File: config.mk
export PLATFORM = sky130hd
export DESIGN_NAME = qnbe_queue
export DESIGN_NICKNAME = d
export VERILOG_FILES = /design/src/hdl/qnbe_pkg.sv /design/src/hdl/qnbe_queue.sv
export SDC_FILE = /design/constraint.sdc
export NUM_CORES = 1
export LEC_CHECK = 0
export ABC_AREA = 1
export BUFFER_PORTS_ARGS = -buffer_cell sky130_fd_sc_hd__buf_2
export CAP_MARGIN = 25
export CORE_ASPECT_RATIO = 1.75
export CORE_UTILIZATION = 40
export CTS_CLUSTER_SIZE = 30
export DETAILED_ROUTE_END_ITERATION = 12
export GPL_TIMING_DRIVEN = 0
export SLEW_MARGIN = 20
export SYNTH_ARGS = -nofsm -noshare
export SYNTH_HDL_FRONTEND = slang
export SYNTH_SLANG_ARGS = --single-unit
File: constraint.sdc
create_clock -name aclk -period 2.75 [get_ports aclk]
set_clock_uncertainty 0.1 [all_clocks]
set_input_delay 0.1375 -clock aclk [delete_from_list [all_inputs] [get_ports aclk]]
set_output_delay 0.1375 -clock aclk [all_outputs]
set_load 0.1 [all_outputs]
File: src/hdl/qnbe_pkg.sv
// Shared types and constants for the quadtree node bit encoder.
package qnbe_pkg;

    localparam int IDX_W   = 19;   // node_index width
    localparam int BITS_W  = 19;   // most bits one node can produce
    localparam int NB_W    = 5;    // bit count width
    localparam int ACC_W   = 26;   // 7 pending bits plus one node's bits
    localparam int QDEPTH  = 4;    // front-to-back queue depth
    localparam int QAW     = 2;    // queue pointer width
    localparam int QLW     = 3;    // queue level width (holds QDEPTH)

    // One classified node: bits left-aligned, earliest bit in the MSB.
    typedef struct packed {
        logic [BITS_W-1:0] bits;
        logic [NB_W-1:0]   nbits;
        logic              root;   // drop pending bits before these
        logic              last;   // flush after these
    } qnbe_entry_t;

    typedef struct packed {
        logic           empty;
        logic [QLW-1:0] level;
    } qnbe_qstat_t;

endpackage

File: src/hdl/qnbe_queue.sv
// Short FIFO between the classifier and the bit packer.
module qnbe_queue (
    input  logic                  aclk,
    input  logic                  aresetn,
    input  logic                  push,
    input  qnbe_pkg::qnbe_entry_t wdata,
    input  logic                  pop,
    output qnbe_pkg::qnbe_entry_t head,
    output qnbe_pkg::qnbe_qstat_t stat
);
    import qnbe_pkg::*;

    qnbe_entry_t    slot_reg [QDEPTH];
    logic [QAW-1:0] wp_reg, wp_next;
    logic [QAW-1:0] rp_reg, rp_next;
    logic [QLW-1:0] lvl_reg, lvl_next;

    always_comb begin
        wp_next  = push ? wp_reg + 1'b1 : wp_reg;
        rp_next  = pop ? rp_reg + 1'b1 : rp_reg;
        lvl_next = lvl_reg + QLW'(push) - QLW'(pop);
    end

    always_ff @(posedge aclk) begin
        if (!aresetn) begin
            wp_reg  <= '0;
            rp_reg  <= '0;
            lvl_reg <= '0;
        end else begin
            wp_reg  <= wp_next;
            rp_reg  <= rp_next;
            lvl_reg <= lvl_next;
        end
    end

    always_ff @(posedge aclk) begin
        if (push) begin
            slot_reg[wp_reg] <= wdata;
        end
    end

    assign head       = slot_reg[rp_reg];
    assign stat.empty = (lvl_reg == '0);
    assign stat.level = lvl_reg;

endmodule

==> out/results.txt <==
The flow ran to the end, and the final reports show no timing, DRC or antenna violations. Final routed DRC violation total: 0. For the number of cells produced by synthesis, the log shows 358. The minimum clock period after layout is 2.16 ns, and the area of the core is 11200 µm². The most frequent cell after synthesis is edfxtp_1. TritonCTS built the clock tree. The share of flip-flops with an asynchronous set or reset is 0%. In the final design database the tool counted 503 nets. The run gives 549 as the number of cells in the design after placement. The number of nets in the synthesized netlist is 395. In the final timing run, aggregate negative setup slack is 0 ns. The first global-routing pass estimated 15400 µm of wire.

The total clock sinks was 113; the worst slew margin relative to its limit was 54.7%. The routed design has 9700 µm of wire. In the global route stage, overall resource usage came out at 16.9%.

Synthesis instantiated 16 different standard cells from the library. The total overflow left after global routing is 0. From bottom edge to top edge, the die measures 145 µm. The routed length on met3 is 342 µm.

The worst setup path is launched from a register. TritonCTS created 17 clock buffers. The number of DRC violations after detailed-routing iteration 0 is 156, and the final hold violation count is 0.

The register with the most flip-flops in the layout has 104 of them. The commonest cells after synthesis are edfxtp_1, inv_1, nand2_1, a21oi_1, o211ai_2. The largest net degree at the start of global routing is 27. The number of buffers added on ports was 59; the maximum fanout encountered on the critical timing path was 10.

Layout overhead on the synthesized area: 30.3%. Data on the critical path is required at its endpoint by 2.51 ns. Type of the setup path with the least slack: reg -> out. The static leakage was 0.00248 µW; the number of H-tree branching levels was 4. After synthesis the netlist holds a flip-flop and latch count of 113. The share of synthesized area occupied by flip-flops and latches is 70.7%.

Type of the most critical hold path: reg -> reg. The remaining number of nets flagged by the antenna check after routing was 0; the per-cell via count in the routed design was 4.87. The routed length per placed instance was 15.9 µm. The tools report the number of global-route vias before repair as 3174. The HPWL after detailed placement is 5960 µm.

Cell taking the most area after synthesis: edfxtp_1. Setup repair after global routing left no endpoint under its margin. For this run, the number of Yosys warnings is 0. Walking the worst path, the cells encountered are buf_2 > buf_2 > o211ai_2 > nand2_1 > buf_2. The floorplan has 51 rows.

The number of antenna diodes in the final layout is 0. Most prevalent standard cell on the critical path: buf_2. The tools report the number of detailed-route iterations in the first pass as 4. The synthesized netlist occupies a cell area of 4670 µm². Across the VDD grid, the largest voltage drop is 0.000715 V.

Mean cell area of the mapped netlist: 13.0 µm². Ranked by total cell area, the synthesized netlist is headed by edfxtp_1, o211ai_2, inv_1. The CTS root buffer was clkbuf_16. The finished layout holds 611 standard cells, fillers aside. The die area was 12100 µm². The overall via count from detail_route was 2976. The tools report the sort of element at the end of the critical path as an output pin.

Summed over all nets, wire length on met2 after detailed routing comes to 5320 µm. Setup violations remaining at the end of the flow were counted as 0. The synthesized design contains 104 enable-type register cells.

For the worst-skew pair, the clock arrives at the later sink with an insertion delay of 0.40 ns. Dividing total power by cell area gives a power density of 884 nW/µm². The transition at the pin with the smallest max-transition slack works out to 0.678 ns.

The count of final max-slew check failures was 0; the post-CTS clock slew at the launch and capture registers of the worst setup and hold paths was 0.05 ns. The number of buffers and inverters on the critical path is 3. Max-cap violations in this run came to 0.

The finished cells cover 6090 µm². The worst path uses 78.7% of the clock period. Placer's final routability congestion estimate: 0.695. The signal arrival time at the worst endpoint is 1.93 ns. The clock passes through at most 2 buffers.

Once the floorplan was initialized, standard cells occupied 41.6% of the core. The run gives 0.378 ns as the worst hold slack after final layout. The die is 83.7 µm wide. The critical path's slowest cell was buf_2. In the final layout, the share of cells above drive strength 1 is 28.0%. In this run the count of I/O pins placed on the die edge is 60. The instance area at placement is 5140 µm².

The wire length on met1 came out at 3920 µm. The largest single stage delay on the critical path is 0.42 ns. The maximum clock frequency is 462 MHz.

The share of synthesized area in the top cell type comes to 66.9%. Cell family with the largest share of critical-path delay: buffers and inverters. In the synthesized netlist the dominant register cell turns out to be edfxtp_1. The tools report the number of antenna violations at the first check in global routing as 0.

The topmost layer with routed signal wires was met4.
path summary, 6_finish.rpt:
check        cells after the start    endpoint  slack, ns  startpoint
min reg2reg                      2   rp_reg[1]       0.38   rp_reg[1]
max                              5    head[13]       0.59    register
max reg2reg                      7  lvl_reg[2]       1.06  lvl_reg[0]
min                              2   rp_reg[1]       0.38   rp_reg[1]
what timing repair did:
item | 4_1_cts | 5_1_grt
hold endpoints to repair | 113 | 0
setup buffers | 0 | 0
gates resized for setup | 0 | 0
hold buffers | 30 | 0
setup endpoints to repair | 0 | 0
through the flow:
| stage | setup WS [ns] | power (µW) | util [%] |
|---|---|---|---|
| 5_1_grt | 0.410 | 5540 | 54.2 |
| 3_3_place_gp | 0.723 | 2960 | 45.7 |
| 4_1_cts | 0.550 | 5420 | 54.2 |
| 2_1_floorplan | 0.440 | 2790 | - |
| 3_5_place_dp | 0.985 | 2980 | 45.7 |
| 6_report | 0.585 | 5380 | 54.2 |
routing by layer:
metal / GRT usage, % / up-vias
li1: - / 1445
met2: 30.1 / 58
met3: 4.38 / 11
met4: 8.90 / 0
met1: 18.0 / 1462
met5: 0 / -
report_power, final:
part / switching, µW / internal, µW / leakage (µW)
clock network: 720 / 1690 / 0.000309
registers: 31.5 / 1970 / 0.00103
logic: 785 / 191 / 0.00114
total: 1540 / 3840 / 0.00248
cell families (layout without fill, tap and decap cells):
kind of cell / after synthesis / after routing / share of synthesized area, %
AO/OA/AOI/OAI: 88 / 88 / 13.6
adder cells (fa/ha/maj): 7 / 7 / 2.04
buffers and inverters: 85 / 206 / 8.36
flip-flops: 113 / 113 / 70.7
AND/OR/NAND/NOR: 65 / 65 / 5.28
cell type report:
class	count	area [µm²]
buffer	18	139
clock buffer	20	437
clock inverter	12	213
fill	953	5140
inverter	67	251
multi-input combinational	160	982
sequential	113	3300
tap	132	165
timing repair buffer	89	596
tightest hold or removal path: stages (launching register included):
cell	delay [ns]
dfxtp_1	0.30
inv_1	0.06
a21oi_1	0.07
placed cells by master (no fill, tap or decap):
| cell type | n |
|---|---|
| nor2_1 | 1 |
| buf_2 | 68 |
| o21ai_0 | 18 |
| clkinvlp_4 | 2 |
| nor3_2 | 1 |
| a21oi_1 | 32 |
| o211ai_2 | 26 |
| clkbuf_1 | 4 |
| nand2_1 | 62 |
| dlygate4sd3_1 | 30 |
| dfxtp_1 | 9 |
| edfxtp_1 | 104 |
| fa_1 | 1 |
| clkbuf_16 | 17 |
| clkinv_2 | 2 |
| inv_2 | 4 |
| clkinv_1 | 2 |
| o21ai_1 | 12 |
| inv_1 | 63 |
| ha_1 | 6 |
| nand3_1 | 1 |
| buf_6 | 8 |
| bufinv_16 | 6 |
No activity file was read; power rests on OpenSTA's default activity.
