File: src/hdl/qnbe_pkg.sv
// Shared types and constants for the quadtree node bit encoder.
package qnbe_pkg;

    localparam int IDX_W   = 19;   // node_index width
    localparam int BITS_W  = 19;   // most bits one node can produce
    localparam int NB_W    = 5;    // bit count width
    localparam int ACC_W   = 26;   // 7 pending bits plus one node's bits
    localparam int QDEPTH  = 4;    // front-to-back queue depth
    localparam int QAW     = 2;    // queue pointer width
    localparam int QLW     = 3;    // queue level width (holds QDEPTH)

    // One classified node: bits left-aligned, earliest bit in the MSB.
    typedef struct packed {
        logic [BITS_W-1:0] bits;
        logic [NB_W-1:0]   nbits;
        logic              root;   // drop pending bits before these
        logic              last;   // flush after these
    } qnbe_entry_t;

    typedef struct packed {
        logic           empty;
        logic [QLW-1:0] level;
    } qnbe_qstat_t;

endpackage

File: src/hdl/qnbe_back.sv
// Back end: accumulates node bits; one byte per cycle unless m_tready stalls.
module qnbe_back (
    input  logic                  aclk,
    input  logic                  aresetn,
    input  qnbe_pkg::qnbe_entry_t head,
    input  qnbe_pkg::qnbe_qstat_t q_stat,
    output logic                  q_pop,
    output logic                  m_tvalid,
    input  logic                  m_tready,
    output logic [7:0]            m_tdata,
    output logic                  m_tlast
);
    import qnbe_pkg::*;

    // w holds pending bits left-aligned; bits past cnt are always zero
    logic [ACC_W-1:0] w_reg, w_next;
    logic [NB_W-1:0]  cnt_reg, cnt_next;
    logic             last_reg, last_next;
    logic             mv_reg, mv_next;
    logic [7:0]       md_reg, md_next;
    logic             ml_reg, ml_next;

    logic             out_free;
    logic             load;
    logic [ACC_W-1:0] mw, cur_w;
    logic [NB_W-1:0]  mc, cur_cnt;
    logic             cur_last;

    always_comb begin
        out_free = !mv_reg || m_tready;
        load     = out_free && !last_reg && (cnt_reg < NB_W'(8)) && !q_stat.empty;

        if (head.root) begin
            mw = {head.bits, 7'b0};
            mc = head.nbits;
        end else begin
            mw = w_reg | ({head.bits, 7'b0} >> cnt_reg[2:0]);
            mc = cnt_reg + head.nbits;
        end

        cur_w    = load ? mw : w_reg;
        cur_cnt  = load ? mc : cnt_reg;
        cur_last = load ? head.last : last_reg;

        w_next    = w_reg;
        cnt_next  = cnt_reg;
        last_next = last_reg;
        mv_next   = mv_reg;
        md_next   = md_reg;
        ml_next   = ml_reg;

        if (out_free) begin
            if (cur_cnt >= NB_W'(8)) begin
                mv_next   = 1'b1;
                md_next   = cur_w[ACC_W-1 -: 8];
                ml_next   = cur_last && (cur_cnt == NB_W'(8));
                w_next    = cur_w << 8;
                cnt_next  = cur_cnt - NB_W'(8);
                last_next = cur_last && (cur_cnt != NB_W'(8));
            end else if (cur_last) begin
                // zero-padded flush of the partial byte
                mv_next   = (cur_cnt != '0);
                md_next   = cur_w[ACC_W-1 -: 8];
                ml_next   = 1'b1;
                w_next    = '0;
                cnt_next  = '0;
                last_next = 1'b0;
            end else begin
                mv_next   = 1'b0;
                w_next    = cur_w;
                cnt_next  = cur_cnt;
                last_next = 1'b0;
            end
        end
    end

    always_ff @(posedge aclk) begin
        if (!aresetn) begin
            w_reg    <= '0;
            cnt_reg  <= '0;
            last_reg <= 1'b0;
            mv_reg   <= 1'b0;
        end else begin
            w_reg    <= w_next;
            cnt_reg  <= cnt_next;
            last_reg <= last_next;
            mv_reg   <= mv_next;
        end
    end

    always_ff @(posedge aclk) begin
        md_reg <= md_next;
        ml_reg <= ml_next;
    end

    assign q_pop    = load;
    assign m_tvalid = mv_reg;
    assign m_tdata  = md_reg;
    assign m_tlast  = ml_reg;

endmodule

File: config.mk
export PLATFORM = sky130hd
export DESIGN_NAME = qnbe_back
export DESIGN_NICKNAME = d
export VERILOG_FILES = /design/src/hdl/qnbe_pkg.sv /design/src/hdl/qnbe_back.sv
export SDC_FILE = /design/constraint.sdc
export NUM_CORES = 1
export LEC_CHECK = 0
export BUFFER_PORTS_ARGS = -buffer_cell sky130_fd_sc_hd__buf_2
export CAP_MARGIN = 30
export CORE_UTILIZATION = 55
export DETAILED_ROUTE_END_ITERATION = 10
export GPL_ROUTABILITY_DRIVEN = 0
export PLACE_DENSITY = 0.77
export SETUP_SLACK_MARGIN = 0.4
export SYNTH_ARGS = -nofsm -noshare
export SYNTH_HDL_FRONTEND = slang
export SYNTH_SLANG_ARGS = --single-unit
File: constraint.sdc
create_clock -name aclk -period 4.1 [get_ports aclk]
set_clock_uncertainty 0.05 [all_clocks]
set_input_delay 0.615 -clock aclk [delete_from_list [all_inputs] [get_ports aclk]]
set_output_delay 0.615 -clock aclk [all_outputs]
set_load 0.01 [all_outputs]
==> results of run 1 <==
==> metrics by stage <==
stage / cell area (sq um) / hold WS, ns / util (%) / std cells
after global routing: 3820 / 0.462 / 63.5 / 521
after detailed placement: 3710 / 0.419 / 61.6 / 513
after CTS: 3820 / 0.435 / 63.5 / 521
after global placement: 3710 / 0.411 / 61.6 / 513
after floorplan: 3510 / 0.395 / - / 423
final: 3820 / 0.433 / 63.5 / 521
==> cell type report <==
class                           instances  area [sq um]
Sequential cell                        42           931
Multi-Input combinational cell        330          2330
Clock inverter                          3          45.0
Inverter                               12          45.0
Timing Repair Buffer                   54           305
Fill cell                             534          2200
Tap cell                               75          93.8
Clock buffer                            5          68.8
==> metal layers <==
layer	vias to the layer above	track usage [%]	part of all wire, %
li1	1695	-	-
met1	1766	47.3	42
met4	0	8.42	2.2
met3	35	7.22	12
met5	-	0	0
met2	255	51.7	44
==> synthesized netlist by cell type (all sizes together) (2+ instances only) <==
| library cell | n | area [sq um] |
|---|---|---|
| nor2 | 44 | 165 |
| o21ai | 41 | 205 |
| dfxtp | 33 | 661 |
| mux2i | 25 | 250 |
| a31oi | 24 | 150 |
| nand3 | 22 | 110 |
| a21oi | 21 | 109 |
| buf | 20 | 125 |
| clkbuf | 19 | 71.3 |
| nand2 | 19 | 71.3 |
| o22ai | 14 | 87.6 |
| inv | 12 | 45.1 |
| mux4 | 11 | 248 |
| edfxtp | 9 | 270 |
| nand4 | 8 | 50.1 |
| mux2 | 7 | 78.8 |
| nor2b | 7 | 43.8 |
| nor3 | 7 | 46.3 |
| nand2b | 6 | 37.5 |
| a2111oi | 5 | 62.6 |
| ha | 5 | 62.6 |
| a211oi | 4 | 30.0 |
| a31o | 4 | 35.0 |
| o22a | 4 | 35.0 |
| a211o | 3 | 26.3 |
| a21o | 3 | 22.5 |
| a311oi | 3 | 26.3 |
| a32oi | 3 | 26.3 |
| a41oi | 3 | 26.3 |
| o211ai | 3 | 22.5 |
| or2 | 3 | 18.8 |
| a221o | 2 | 20.0 |
| and3 | 2 | 12.5 |
| nor3b | 2 | 15.0 |
| nor4 | 2 | 12.5 |
| o31a | 2 | 17.5 |
| o31ai | 2 | 15.0 |
| o32ai | 2 | 17.5 |
| or3 | 2 | 12.5 |
==> cell usage in the layout (no fill, tap or decap), types with 3 or more instances in the layout <==
cell type   n
nor2_1     44
buf_2      40
o21ai_0    35
dfxtp_1    33
mux2i_1    25
a31oi_1    24
nand3_1    22
a21oi_1    20
nand2_1    19
o22ai_1    14
buf_4      14
mux4_2     11
inv_1      10
edfxtp_1    9
nand4_1     8
nor2b_1     7
mux2_2      7
nand2b_1    6
nor3_1      6
o21ai_1     6
ha_1        5
clkbuf_8    5
a211oi_1    4
o22a_1      4
a2111oi_0   4
a31o_2      4
a211o_1     3
a311oi_1    3
o211ai_1    3
a21o_1      3
a41oi_1     3
a32oi_1     3
==> where the power goes <==
group | total, mW | internal, mW | switching [mW]
Combinational | 1.59 | 0.595 | 0.997
Clock | 0.343 | 0.181 | 0.161
Sequential | 0.691 | 0.593 | 0.0973
==> cells by family after synthesis <==
family,count (synthesis),synth area share (%)
flip-flops,42,26.5
AO/OA/AOI/OAI,153,29.8
XOR/XNOR,1,0.250
adder cells (fa/ha/maj),6,2.35
buffers and inverters,51,6.89
AND/OR/NAND/NOR,127,17.7
multiplexers,43,16.4
==> worst register-to-register path, stage by stage (launching register included) <==
cell and delay, ns:
dfxtp_1 0.35, ha_1 0.20, inv_1 0.06, fa_1 0.40, nand2b_1 0.16, a211oi_1 0.39
mux2_2 0.31, nor2_1 0.08, ha_1 0.23, inv_1 0.07, nor2_1 0.06, a21oi_2 0.70
==> how the worst min path moves through the flow <==
stage	from	to	slack [ns]	cells after the start
6_report	w_reg[7]	w_reg[7]	0.43	2
4_1_cts	w_reg[7]	w_reg[7]	0.44	2
3_5_place_dp	w_reg[7]	w_reg[7]	0.42	2
2_1_floorplan	w_reg[7]	w_reg[7]	0.39	2
3_3_place_gp	w_reg[7]	w_reg[7]	0.41	2
5_1_grt	w_reg[7]	w_reg[7]	0.46	2
==> out/summary.txt, run 1 <==
Arr. time, crit path -> 3.39 ns
sequential area share after synthesis -> 26.5%
vias in the first global route -> 3350
H-Tree Depth -> 2
first-pass GRT wire length -> 17000 um
initial antenna violation count -> 0
final hold viol count -> 0
fin. max-slew vios -> 0
CTS tree -> built
fin crit period -> 3.50 ns
CP max-delay cell -> a21oi_2
Crit path max-delay family -> compound AO/OA/AOI/OAI gates
critical path launch point type -> input port
maxcap violations -> 0
number of DRC violations after detailed routing -> 0
dpl hpwl -> 7060 um
RSZ-0062 raised after global routing -> false
final worst-path cycle share -> 85.4%
Synthesized Nets -> 462
FFs w/ async S/R, synth -> 0%
die height -> 81.9 um
final antenna-violating net count -> 0
Slew HR -> 37.5%
worst endpoint required time -> 3.99 ns
R2R Setup Slk -> 0.68 ns
Crit path depth -> 12
clk_lat worst skew -> 0.30 ns
Peak VDD IR -> 0.501 mV
worst-margin pin slew -> 0.913 ns
pre-CTS setup slack -> 0.296 ns
vias per inst -> 7.20
crit-path max cell delay -> 0.70 ns
initial core utilization -> 58.2%
final wirelength -> 10800 um
number of synthesized flops with an enable pin -> 9
worst r2r src -> cnt_reg[0]
clock sinks -> 42
clk buf depth -> 2
First-pass DRT Iterations -> 6
I/O Buffers -> 40
Tot Pwr -> 2.63 mW
distinct cell type count after synthesis -> 63
Die Wd -> 81.9 um
die area -> 6700 sq um
I/O pin cnt -> 44
R2R depth -> 11
total negative setup slack -> 0 ns
# diodes -> 0
Synth warnings -> 0
post-cts resize count -> 0
Setup crit end kind -> flip-flop
Core ar. -> 6030 sq um
PwrDens -> 687 nW/um^2
Yosys reg bits -> 42
Iteration-0 DRC Markers -> 605
postcts setup bufs -> 0
run status -> completed
pin count of the biggest net entering global routing -> 45
Leak -> 1.41 nW
post-synth design cell area -> 3510 sq um
clk slew on worst S/H paths -> 0.09 ns
Hold WC Path Type -> flip-flop to flip-flop
clock root cell -> clkbuf_8
worst-path fanout max -> 14
Nets -> 484
per-cell routed wire length -> 20.7 um
share of cells above drive strength 1 -> 20.9%
top_reg_cell synth -> dfxtp_1
Max Freq -> 286 MHz
crit path from -> head[2]
area growth from synthesis to layout -> 9.03%
critical-path cell list -> buf_2 -> ha_1 -> inv_1 -> fa_1 -> nand2b_1 -> a211oi_1 -> mux2_2 -> nor2_1 -> ha_1 -> inv_1 -> nor2_1 -> a21oi_2
Post-Synthesis Cells -> 423
Final Worst Setup Slack -> 0.600 ns
via count -> 3751
R2R Path End -> m_tdata[3]
hold buffers post-CTS -> 0
Site Rows -> 28
clock buffer count from CTS -> 5
grt ovf -> 0
max reg flops -> 26
count of final setup violators -> 0
gr usage total -> 33.6%
Crit Path Class -> input port to flip-flop
syn_area_per_cell -> 8.29 sq um
crit path to -> m_tdata[3]
Bufs and invs on worst path -> 3
(Power assumes the default switching activity.)
==> inputs of run 2 (changes only) <==
Settings changed: MAX_ROUTING_LAYER set to met4.
==> out/summary.txt, run 2 (synthesis gave the netlist of run 1 again) <==
final hold viol count -> 0 (unchanged)
vias per inst -> 7.17 (was 7.20)
R2R Setup Slk -> 0.70 ns (was 0.68 ns)
Arr. time, crit path -> 3.36 ns (was 3.39 ns)
PwrDens -> 686 nW/um^2 (was 687 nW/um^2)
I/O Buffers -> 40 (unchanged)
placed cell areas -> 3710 sq um (unchanged)
fin. max-slew vios -> 0 (unchanged)
CTS tree -> built (unchanged)
CP max-delay cell -> a21oi_2 (unchanged)
Slew HR -> 37.9% (was 37.5%)
Leak -> 1.41 nW (unchanged)
Site Rows -> 28 (unchanged)
clock root cell -> clkbuf_8 (unchanged)
final antenna-violating net count -> 0 (unchanged)
I/O pin cnt -> 44 (unchanged)
RSZ-0062 raised after global routing -> false (unchanged)
initial antenna violation count -> 0 (unchanged)
commonest non-fill, non-tap cell in the layout -> nor2_1 (unchanged)
final instance area -> 3820 sq um (unchanged)
maxcap violations -> 0 (unchanged)
critical-path cell list -> buf_2 -> ha_1 -> inv_1 -> fa_1 -> nand2b_1 -> a211oi_1 -> mux2_2 -> nor2_1 -> ha_1 -> inv_1 -> nor2_1 -> a21oi_2 (unchanged)
initial core utilization -> 58.2% (unchanged)
Max Freq -> 288 MHz (was 286 MHz)
clk_lat worst skew -> 0.30 ns (about the same)
postcts setup bufs -> 0 (unchanged)
pin count of the biggest net entering global routing -> 45 (unchanged)
first-pass GRT wire length -> 17100 um (was 17000 um)
R2R Path End -> m_tdata[3] (unchanged)
Iteration-0 DRC Markers -> 571 (was 605)
most frequent cells in the layout -> nor2_1, buf_2, o21ai_0, dfxtp_1, mux2i_1 (unchanged)
post-cts resize count -> 0 (unchanged)
vias in the first global route -> 3345 (was 3350)
number of DRC violations after detailed routing -> 0 (unchanged)
run status -> completed (unchanged)
Die Wd -> 81.9 um (unchanged)
end of the worst hold path -> w_reg[7] (unchanged)
clk slew on worst S/H paths -> 0.09 ns (about the same)
# diodes -> 0 (unchanged)
via count -> 3737 (was 3751)
Setup crit end kind -> flip-flop (unchanged)
Core ar. -> 6030 sq um (unchanged)
R2R depth -> 11 (unchanged)
Hold WC Path Type -> flip-flop to flip-flop (unchanged)
First-pass DRT Iterations -> 6 (unchanged)
clock sinks -> 42 (unchanged)
total negative setup slack -> 0 ns (unchanged)
hold depth -> 2 (unchanged)
area growth from synthesis to layout -> 9.03% (unchanged)
per-cell routed wire length -> 20.7 um (about the same)
worst endpoint required time -> 3.99 ns (about the same)
hold buffers post-CTS -> 0 (unchanged)
max reg flops -> 26 (unchanged)
critical path launch point type -> input port (unchanged)
hold path start -> w_reg[7] (unchanged)
dpl hpwl -> 7060 um (unchanged)
final wirelength -> 10800 um (about the same)
worst-path fanout max -> 14 (unchanged)
Filler Cell Count -> 534 (unchanged)
die area -> 6700 sq um (unchanged)
crit-path max cell delay -> 0.68 ns (was 0.70 ns)
final worst-path cycle share -> 84.7% (was 85.4%)
Peak VDD IR -> 0.505 mV (was 0.501 mV)
Nets -> 484 (unchanged)
grt ovf -> 0 (unchanged)
share of cells above drive strength 1 -> 20.9% (unchanged)
die height -> 81.9 um (unchanged)
worst r2r src -> cnt_reg[0] (unchanged)
clock buffer count from CTS -> 5 (unchanged)
worst-margin pin slew -> 0.908 ns (was 0.913 ns)
count of final setup violators -> 0 (unchanged)
fin crit period -> 3.47 ns (was 3.50 ns)
H-Tree Depth -> 2 (unchanged)
Crit Path Class -> input port to flip-flop (unchanged)
clk buf depth -> 2 (unchanged)
gr usage total -> 34.6% (was 33.6%)
[run 2: cell counts in the layout (fill, tap and decap cells not counted)]
No cell type changed its count.
[run 2: critical path, delay by kind of cell]
family / cells / cell delay, ns
buf+inv: 3 / 0.23
mux: 1 / 0.31
compound gates: 2 / 1.07
simple gates: 3 / 0.30
fa+ha+maj: 3 / 0.82
[run 2: worst max path at each step]
stage / end / slack (ns) / startpoint / depth (start not counted)
2_1_floorplan: cnt_reg[4] / 0.48 / cnt_reg[1] / 14
3_3_place_gp: m_tdata[3] / 0.33 / head[2] / 12
3_5_place_dp: m_tdata[3] / 0.30 / head[2] / 12
4_1_cts: m_tdata[0] / 0.60 / head[2] / 12
5_1_grt: m_tdata[0] / 0.43 / head[2] / 12
6_report: m_tdata[3] / 0.63 / head[2] / 12
[run 2: through the flow]
| step | total power [mW] | utilization, % | worst slack, ns | instances | hold slack [ns] |
|---|---|---|---|---|---|
| after global placement | 2.19 | 61.6 | 0.329 | 513 | 0.411 |
| after detailed placement | 2.23 | 61.6 | 0.296 | 513 | 0.419 |
| after floorplan | 1.83 | - | 0.475 | 423 | 0.395 |
| after CTS | 2.58 | 63.5 | 0.603 | 521 | 0.435 |
| final | 2.62 | 63.5 | 0.627 | 521 | 0.433 |
| after global routing | 2.78 | 63.5 | 0.427 | 521 | 0.462 |
[run 2: final cells by class]
type                            instances  area, sq um  share of cell area, %
Inverter                               12         45.0                   1.18
Timing Repair Buffer                   54          305                   7.98
Clock inverter                          3         45.0                   1.18
Sequential cell                        42          931                   24.3
Clock buffer                            5         68.8                   1.80
Tap cell                               75         93.8                   2.45
Multi-Input combinational cell        330         2330                   61.1
[run 2: power by group]
group          internal [mW]  total (mW)  switching [mW]
Sequential             0.593       0.690          0.0966
Combinational          0.595        1.59           0.995
Clock                  0.181       0.343           0.161
Total                   1.37        2.62            1.25
[run 2: per-layer routing]
metal / track usage (%) / part of all wire, % / vias up
met5: - / 0 / -
met4: 8.25 / 1.8 / 0
met2: 51.5 / 45 / 252
met1: 47.7 / 42 / 1769
met3: 7.22 / 12 / 29
li1: - / - / 1687
